===== src/rtl/ctrb_pkg.sv =====
`timescale 1ns / 1ps
// ----------------------------------------------------------------------------
// ctrb_pkg: shared definitions for the cyclic timer relay
// Mode codes, setup timing constants, configuration register indexes and
// the period arithmetic used by the relay core.
// ----------------------------------------------------------------------------
package ctrb_pkg;

   localparam int unsigned VALUE_WIDTH   = 8;
   localparam int unsigned PERIOD_WIDTH  = 22;
   localparam int unsigned SLOT_WIDTH    = 3;
   localparam int unsigned REG_COUNT     = 6;
   localparam int unsigned INDEX_WIDTH   = 3;

   // Blink and entry timing, in quarter-second ticks.
   localparam logic [7:0] BLINK_TICKS         = 8'd1;
   localparam logic [7:0] ENTRY_TIMEOUT_TICKS = 8'd12;
   localparam logic [2:0] FEEDBACK_BLINKS     = 3'd5;
   localparam logic [2:0] VALUE_COUNT         = 3'd6;

   // Ticks per unit of each period digit.
   localparam logic [PERIOD_WIDTH-1:0] TICKS_PER_HOUR   = 22'd14400;
   localparam logic [PERIOD_WIDTH-1:0] TICKS_PER_MINUTE = 22'd240;
   localparam logic [PERIOD_WIDTH-1:0] TICKS_PER_SECOND = 22'd4;

   typedef enum logic [1:0] {
      MODE_CYCLE = 2'd0,
      MODE_BLINK = 2'd1,
      MODE_ENTRY = 2'd2
   } mode_type;

   typedef enum logic [INDEX_WIDTH-1:0] {
      REG_ON_HOURS    = 3'd0,
      REG_ON_MINUTES  = 3'd1,
      REG_ON_SECONDS  = 3'd2,
      REG_OFF_HOURS   = 3'd3,
      REG_OFF_MINUTES = 3'd4,
      REG_OFF_SECONDS = 3'd5
   } reg_index_type;

   typedef logic [VALUE_WIDTH-1:0] value_type;

   // Power-up register values.
   localparam value_type RESET_ON_HOURS    = 8'd0;
   localparam value_type RESET_ON_MINUTES  = 8'd0;
   localparam value_type RESET_ON_SECONDS  = 8'd1;
   localparam value_type RESET_OFF_HOURS   = 8'd0;
   localparam value_type RESET_OFF_MINUTES = 8'd0;
   localparam value_type RESET_OFF_SECONDS = 8'd1;

   function automatic logic [PERIOD_WIDTH-1:0] period_ticks(
      input value_type hours,
      input value_type minutes,
      input value_type seconds
   );
      logic [PERIOD_WIDTH-1:0] sum;
      sum = PERIOD_WIDTH'(hours) * TICKS_PER_HOUR
          + PERIOD_WIDTH'(minutes) * TICKS_PER_MINUTE
          + PERIOD_WIDTH'(seconds) * TICKS_PER_SECOND;
      return sum;
   endfunction

endpackage


===== src/rtl/cyclic_timer_relay_with_button_setup_core.sv =====
`timescale 1ns / 1ps
// ----------------------------------------------------------------------------
// cyclic_timer_relay_with_button_setup_core: cyclic relay timer with setup
// Runs the relay on/off cycle, the blink feedback and the digit entry of the
// button setup, one input transaction at a time.
// ----------------------------------------------------------------------------
// Usage:
//   The req_ channel carries one transaction per clock at most: a tick flag,
//   a press event and the held level of the button. Each accepted
//   transaction yields exactly one rsp_ transaction with the relay and LED
//   levels, the mode, and a store write request when a setup value is saved.
//   The csr_ port writes the six power-up period registers; write only while
//   no transaction is in flight.
//   rsp_valid rises in the cycle after acceptance; throughput is one
//   transaction per cycle unless rsp_stall holds a waiting result. The next
//   state and result take one pass of logic from state to result registers;
//   the period reload (three constant multiplies, two adds) sets the clock.
//   Reset puts the block in the on phase with the on period loaded from the
//   reset register values, and empties the result register.
//   While rsp_stall holds a waiting result, req_stall rises and no further
//   transaction is taken; a result taken in the same cycle frees the slot.
// ----------------------------------------------------------------------------
module cyclic_timer_relay_with_button_setup_core (
   input  logic                                   clock,
   input  logic                                   reset,
   input  logic                                   req_valid,
   output logic                                   req_stall,
   input  logic                                   req_tick,
   input  logic                                   req_press,
   input  logic                                   req_button_held,
   output logic                                   rsp_valid,
   input  logic                                   rsp_stall,
   output logic                                   rsp_relay_on,
   output logic                                   rsp_led_on,
   output logic [1:0]                             rsp_mode,
   output logic                                   rsp_store_valid,
   output logic [ctrb_pkg::SLOT_WIDTH-1:0]        rsp_store_slot,
   output logic [ctrb_pkg::VALUE_WIDTH-1:0]       rsp_store_value,
   input  logic                                   csr_write_enable,
   input  logic [ctrb_pkg::INDEX_WIDTH-1:0]       csr_index,
   input  logic [ctrb_pkg::VALUE_WIDTH-1:0]       csr_write_data
);

   localparam int unsigned PW = ctrb_pkg::PERIOD_WIDTH;
   localparam int unsigned SW = ctrb_pkg::SLOT_WIDTH;
   localparam int unsigned NR = ctrb_pkg::REG_COUNT;

   // Configuration registers.
   ctrb_pkg::value_type cfg_ff [NR];

   // Control state.
   ctrb_pkg::mode_type   mode_ff, mode_in;
   logic                 on_phase_ff, on_phase_in;
   logic [PW-1:0]        countdown_ff, countdown_in;
   logic [7:0]           fixed_ff, fixed_in;
   logic                 led_lit_ff, led_lit_in;
   logic [2:0]           blinks_ff, blinks_in;
   logic [2:0]           values_ff, values_in;
   ctrb_pkg::value_type  digit_ff, digit_in;
   ctrb_pkg::value_type  entered_ff [NR];
   ctrb_pkg::value_type  entered_in [NR];
   logic                 use_entered_ff, use_entered_in;

   // Result register.
   logic                 rsp_valid_ff, rsp_valid_in;
   logic                 relay_ff, relay_in;
   logic                 led_ff, led_in;
   logic [1:0]           mode_out_ff, mode_out_in;
   logic                 store_valid_ff, store_valid_in;
   logic [SW-1:0]        store_slot_ff, store_slot_in;
   ctrb_pkg::value_type  store_value_ff, store_value_in;

   logic                 accept;
   logic [PW-1:0]        on_period;
   logic [PW-1:0]        off_period;
   logic [SW-1:0]        slot;

   // The input side waits only while a result is held back by the receiver.
   assign req_stall = rsp_valid_ff & rsp_stall;
   assign accept    = req_valid & ~req_stall;

   always_comb begin
      if (use_entered_ff) begin
         on_period  = ctrb_pkg::period_ticks(entered_ff[0], entered_ff[1], entered_ff[2]);
         off_period = ctrb_pkg::period_ticks(entered_ff[3], entered_ff[4], entered_ff[5]);
      end else begin
         on_period  = ctrb_pkg::period_ticks(cfg_ff[0], cfg_ff[1], cfg_ff[2]);
         off_period = ctrb_pkg::period_ticks(cfg_ff[3], cfg_ff[4], cfg_ff[5]);
      end
   end

   always_comb begin
      mode_in        = mode_ff;
      on_phase_in    = on_phase_ff;
      countdown_in   = countdown_ff;
      fixed_in       = fixed_ff;
      led_lit_in     = led_lit_ff;
      blinks_in      = blinks_ff;
      values_in      = values_ff;
      digit_in       = digit_ff;
      use_entered_in = use_entered_ff;
      for (int i = 0; i < NR; i++) begin
         entered_in[i] = entered_ff[i];
      end
      store_valid_in = 1'b0;
      store_slot_in  = '0;
      store_value_in = '0;
      slot           = '0;

      case (mode_ff)
         ctrb_pkg::MODE_BLINK: begin
            if (req_tick) begin
               if (fixed_ff <= 8'd1) begin
                  if (led_lit_ff) begin
                     led_lit_in = 1'b0;
                     blinks_in  = blinks_ff - 3'd1;
                     if (blinks_in == 3'd0) begin
                        if (values_ff == 3'd0) begin
                           mode_in      = ctrb_pkg::MODE_CYCLE;
                           on_phase_in  = 1'b1;
                           countdown_in = on_period;
                        end else begin
                           mode_in  = ctrb_pkg::MODE_ENTRY;
                           digit_in = '0;
                           fixed_in = ctrb_pkg::ENTRY_TIMEOUT_TICKS;
                        end
                     end else begin
                        fixed_in = ctrb_pkg::BLINK_TICKS;
                     end
                  end else begin
                     led_lit_in = 1'b1;
                     fixed_in   = ctrb_pkg::BLINK_TICKS;
                  end
               end else begin
                  fixed_in = fixed_ff - 8'd1;
               end
            end
         end
         ctrb_pkg::MODE_ENTRY: begin
            if (req_press) begin
               digit_in = digit_ff + 8'd1;
               fixed_in = ctrb_pkg::ENTRY_TIMEOUT_TICKS;
            end else if (req_tick) begin
               if (fixed_ff <= 8'd1) begin
                  // Timeout: save the digit, request a store write, blink again.
                  values_in = values_ff - 3'd1;
                  slot      = (ctrb_pkg::VALUE_COUNT - 3'd1) - values_in;
                  for (int i = 0; i < NR; i++) begin
                     if (slot == SW'(i)) begin
                        entered_in[i] = digit_ff;
                     end
                  end
                  store_valid_in = 1'b1;
                  store_slot_in  = slot;
                  store_value_in = digit_ff;
                  if (values_in == 3'd0) begin
                     use_entered_in = 1'b1;
                  end
                  mode_in    = ctrb_pkg::MODE_BLINK;
                  blinks_in  = ctrb_pkg::FEEDBACK_BLINKS;
                  led_lit_in = 1'b0;
                  fixed_in   = ctrb_pkg::BLINK_TICKS;
               end else begin
                  fixed_in = fixed_ff - 8'd1;
               end
            end
         end
         default: begin
            // Cycling; an unused mode code falls back to cycling as well.
            mode_in = ctrb_pkg::MODE_CYCLE;
            if (req_press) begin
               values_in  = ctrb_pkg::VALUE_COUNT;
               mode_in    = ctrb_pkg::MODE_BLINK;
               blinks_in  = ctrb_pkg::FEEDBACK_BLINKS;
               led_lit_in = 1'b0;
               fixed_in   = ctrb_pkg::BLINK_TICKS;
            end else if (req_tick) begin
               if (countdown_ff <= PW'(1)) begin
                  on_phase_in  = ~on_phase_ff;
                  countdown_in = on_phase_in ? on_period : off_period;
               end else begin
                  countdown_in = countdown_ff - PW'(1);
               end
            end
         end
      endcase

      case (mode_in)
         ctrb_pkg::MODE_CYCLE: begin
            relay_in = on_phase_in;
            led_in   = on_phase_in;
         end
         ctrb_pkg::MODE_BLINK: begin
            relay_in = 1'b0;
            led_in   = led_lit_in;
         end
         default: begin
            relay_in = 1'b0;
            led_in   = req_button_held;
         end
      endcase
      mode_out_in = mode_in;
   end

   assign rsp_valid_in = accept | req_stall;

   always_ff @(posedge clock) begin
      if (reset) begin
         cfg_ff[ctrb_pkg::REG_ON_HOURS]    <= ctrb_pkg::RESET_ON_HOURS;
         cfg_ff[ctrb_pkg::REG_ON_MINUTES]  <= ctrb_pkg::RESET_ON_MINUTES;
         cfg_ff[ctrb_pkg::REG_ON_SECONDS]  <= ctrb_pkg::RESET_ON_SECONDS;
         cfg_ff[ctrb_pkg::REG_OFF_HOURS]   <= ctrb_pkg::RESET_OFF_HOURS;
         cfg_ff[ctrb_pkg::REG_OFF_MINUTES] <= ctrb_pkg::RESET_OFF_MINUTES;
         cfg_ff[ctrb_pkg::REG_OFF_SECONDS] <= ctrb_pkg::RESET_OFF_SECONDS;
      end else if (csr_write_enable) begin
         for (int i = 0; i < NR; i++) begin
            if (csr_index == ctrb_pkg::INDEX_WIDTH'(i)) begin
               cfg_ff[i] <= csr_write_data;
            end
         end
      end
   end

   always_ff @(posedge clock) begin
      if (reset) begin
         mode_ff        <= ctrb_pkg::MODE_CYCLE;
         on_phase_ff    <= 1'b1;
         countdown_ff   <= ctrb_pkg::period_ticks(ctrb_pkg::RESET_ON_HOURS,
                                                  ctrb_pkg::RESET_ON_MINUTES,
                                                  ctrb_pkg::RESET_ON_SECONDS);
         fixed_ff       <= '0;
         led_lit_ff     <= 1'b0;
         blinks_ff      <= '0;
         values_ff      <= '0;
         digit_ff       <= '0;
         use_entered_ff <= 1'b0;
         for (int i = 0; i < NR; i++) begin
            entered_ff[i] <= '0;
         end
         rsp_valid_ff   <= 1'b0;
      end else begin
         rsp_valid_ff <= rsp_valid_in;
         if (accept) begin
            mode_ff        <= mode_in;
            on_phase_ff    <= on_phase_in;
            countdown_ff   <= countdown_in;
            fixed_ff       <= fixed_in;
            led_lit_ff     <= led_lit_in;
            blinks_ff      <= blinks_in;
            values_ff      <= values_in;
            digit_ff       <= digit_in;
            use_entered_ff <= use_entered_in;
            for (int i = 0; i < NR; i++) begin
               entered_ff[i] <= entered_in[i];
            end
         end
      end
   end

   always_ff @(posedge clock) begin
      if (accept) begin
         relay_ff       <= relay_in;
         led_ff         <= led_in;
         mode_out_ff    <= mode_out_in;
         store_valid_ff <= store_valid_in;
         store_slot_ff  <= store_slot_in;
         store_value_ff <= store_value_in;
      end
   end

   assign rsp_valid       = rsp_valid_ff;
   assign rsp_relay_on    = relay_ff;
   assign rsp_led_on      = led_ff;
   assign rsp_mode        = mode_out_ff;
   assign rsp_store_valid = store_valid_ff;
   assign rsp_store_slot  = store_slot_ff;
   assign rsp_store_value = store_value_ff;

endmodule

===== config.mk =====
export PLATFORM = sky130hd
export DESIGN_NAME = cyclic_timer_relay_with_button_setup_core
export DESIGN_NICKNAME = d
export VERILOG_FILES = /design/src/rtl/ctrb_pkg.sv /design/src/rtl/cyclic_timer_relay_with_button_setup_core.sv
export SDC_FILE = /design/constraint.sdc
export NUM_CORES = 1
export LEC_CHECK = 0
export ABC_AREA = 1
export BUFFER_PORTS_ARGS = -buffer_cell sky130_fd_sc_hd__buf_2
export CELL_PAD_IN_SITES_DETAIL_PLACEMENT = 1
export CELL_PAD_IN_SITES_GLOBAL_PLACEMENT = 1
export CORE_MARGIN = 1.5
export CORE_UTILIZATION = 40
export CTS_CLUSTER_DIAMETER = 120
export DETAILED_ROUTE_END_ITERATION = 12
export GPL_TIMING_DRIVEN = 0
export MAX_ROUTING_LAYER = met4
export PLACE_DENSITY = 0.75
export REMOVE_ABC_BUFFERS = 1
export SKIP_CTS_REPAIR_TIMING = 1
export SLEW_MARGIN = 10
export SYNTH_ARGS = -nofsm -noshare
export SYNTH_HDL_FRONTEND = slang
export SYNTH_SLANG_ARGS = --single-unit

===== constraint.sdc =====
create_clock -name clock -period 9.9 [get_ports clock]
set_input_delay 0.99 -clock clock [delete_from_list [all_inputs] [get_ports clock]]
set_output_delay 0.99 -clock clock [all_outputs]
set_load 0.01 [all_outputs]

==> key figures <==
Outcome
  – Outcome: finished, final reports clean

Clocking
  – CTS max path bufs: 2
  – Clock transition at path regs: 0.07 ns
  – Clk root buf: clkbuf_16
  – CTS Buf Count: 17
  – CTS tree: yes
  – Clock latency on the worst-skew pair: 0.46 ns
  – CTS sink count: 162
  – H-tree depth: 4

GRT
  – Initial antenna violation count: 1
  – Global-route wire length before repair: 79580 microns
  – Grt ovf: 0
  – Total GRT Usage: 21.73%
  – Largest net degree at the start of global routing: 35
  – Vias in the first global route: 16260

STA
  – Final min period: 5.681 ns
  – Max Fclk: 176.0 MHz
  – Share of the cycle needed by the critical path after routing: 57.38%
  – Slew Limit Fails: 0
  – Clock Skew: 0.01083 ns
  – Final hold violation count: 0
  – Final worst slack: 4.219 ns
  – Final Setup Violations: 0
  – Unrepaired setup endpoints after global routing: no
  – Worst relative slew slack: 21.57%
  – Setup_tns: 0 ns
  – Slew @ Worst Pin: 1.169 ns

Setup path
  – CP endpoint kind: register
  – Critical path class: reg -> reg
  – Most frequent CP cell: nand2_1
  – Slowest-stage cell, CP: fa_1
  – Max stage delay on crit path: 0.53 ns
  – Critical Path AT: 6.05 ns
  – Max FO, Critical Path: 5
  – WP data required: 10.27 ns
  – Worst Setup Start Kind: register

Yosys
  – Main combinational cell family by area after synthesis: adder cells
  – Sequential share of the synthesized area: 24.04%
  – Cell Area, Synth: 18150 sq um
  – Yosys reg bits: 162
  – Avg Cell Area, Syn: 8.043 sq um
  – Simple-Gate Fraction of Synth Area: 20.44%
  – Synth top area cells: ha_1 (21%), edfxtp_1 (19%), fa_1 (11%)
  – Post-synth top area share: 20.88%
  – Adder-cell share of the synthesized area: 32.35%
  – Synth Instances: 2257
  – Synth Flop Type: edfxtp_1
  – Compound-Gate Fraction of Synth Area: 9.732%
  – Synth unique cells: 67
  – YS warnings: 0
  – Mux cell area share after synthesis: 0.2757%
  – Top cell type by total area after synthesis: ha_1
  – Async SR Flop Fraction: 0%
  – Post-synthesis xor/xnor area fraction: 3.860%
  – Post-synth EDFFs: 112

Die
  – Ports: 37
  – Die height: 216.0 microns
  – Row count: 77
  – Die Footprint: 46670 sq um
  – Core outline area: 44510 sq um
  – Initial core utilization: 40.79%
  – Die Span X: 216.0 microns

Run
  – Maxcap violations: 0

Finish
  – Most frequent cells in the layout: nand2_1 (414), inv_1 (397), ha_1 (303)
  – Core Util, Final: 43.89%
  – Layout cells sized above 1: 5.142%
  – Area grow syn2layout: 7.616%
  – Nets: 2708
  – Finished Cell Area: 19540 sq um
  – Most common cell after layout, fill and taps aside: nand2_1

Power and ir drop
  – Maximum vdd drop: 0.0001133 V
  – Leakage: 9.906 nW
  – Pwr/cell area: 207.3 nW/um^2

Detailed routing
  – DR WL/cell: 16.42 microns
  – Post-route ant nets: 0
  – Total number of vias: 15030
  – Drt first pass iters: 5
  – Post-DR vias/cell: 5.206
  – DRC viols: 0
  – DRT iter0 DRCs: 737
  – Post-Route WL: 47410 microns

Placed design
  – Pre-CTS setup slack: 4.283 ns
  – Port Buffers: 36
  – Placed cell areas: 18960 sq um
  – Final HPWL DP: 39220 microns
  – RD Place Congestion: 0.8827

Min path
  – Hold crit path type: reg -> reg
-- area by class of cell --
class | count | area (sq um)
diodes | 1 | 2.502
clock buffers | 18 | 429.2
clock inverters | 14 | 140.1
fillers | 5520 | 24970
inverters | 411 | 1551
multi-input cells | 1653 | 12110
flip-flops and latches | 162 | 4365
well taps | 592 | 740.7
repair buffers | 37 | 200.2
-- critical path: cells and delay by family (launching register included) --
family / cells / cell delay [ns]
xor+xnor: 1 / 0.27
fa+ha+maj: 5 / 2.03
compound gates: 7 / 1.11
buf+inv: 2 / 0.27
simple gates: 15 / 1.59
flops: 1 / 0.36
-- cells in the mapped netlist, drive strengths merged, types with 10 or more instances --
cell type	n
nor2	220
a31oi	12
buf	10
nand3b	17
dfxtp	50
nand2	420
ha	303
nor3	16
a21oi	143
nand3	146
o21ai	101
o21bai	16
fa	104
xor2	45
clkbuf	21
edfxtp	112
nand4	20
xnor2	35
inv	407
-- kinds of logic after synthesis --
group | count (synthesis)
flops | 162
compound gates | 309
simple gates | 852
fa+ha+maj | 407
buf+inv | 442
mux | 5
xor+xnor | 80
-- per-layer routing --
layer | part of all wire [%] | GRT usage [%] | vias to the layer above
met1 | 44 | 25.66 | 7391
met2 | 51 | 38.85 | 172
met3 | 2.4 | 2.269 | 69
met5 | 0 | - | -
met4 | 2.4 | 6.505 | 0
li1 | - | - | 7402
-- metrics by stage --
stage | std cells | hold slack [ns] | total power, mW
after floorplan | 2226 | 0.4227 | 2.712
after global placement | 2854 | 0.4394 | 3.302
after detailed placement | 2855 | 0.4615 | 3.393
after CTS | 2887 | 0.4715 | 4.081
after global routing | 2887 | 0.4888 | 4.491
final | 2888 | 0.4670 | 4.050
-- worst paths after layout --
path,startpoint,endpoint,slack (ns),depth (start not counted)
max,cfg_ff[1][3]$_SDFFCE_PN0P_,countdown_ff[20]$_SDFFE_PP0P_,4.22,30
min,digit_ff[7]$_SDFFE_PP0P_,digit_ff[7]$_SDFFE_PP0P_,0.47,1
min reg2reg,digit_ff[7]$_SDFFE_PP0P_,digit_ff[7]$_SDFFE_PP0P_,0.47,1
max reg2reg,cfg_ff[1][3]$_SDFFCE_PN0P_,countdown_ff[20]$_SDFFE_PP0P_,4.22,30
-- state kept, by name (all words and copies together), names as in the netlist, 2 cells and up --
name and cells:
mode_ff 2, values_ff 3, fixed_ff 8, blinks_ff 3, cfg_ff 48, digit_ff 8, rsp_store_value 8, countdown_ff 22
rsp_mode 2, rsp_store_slot 3, entered_ff 48
-- power breakdown --
part / switching, mW / leakage (nW) / internal [mW]
sequential: 0.0399 / 1.53 / 0.759
clock: 0.328 / 0.271 / 0.334
combinational: 1.65 / 8.10 / 0.939
total: 2.02 / 9.91 / 2.03
(Power assumes the default switching activity.)
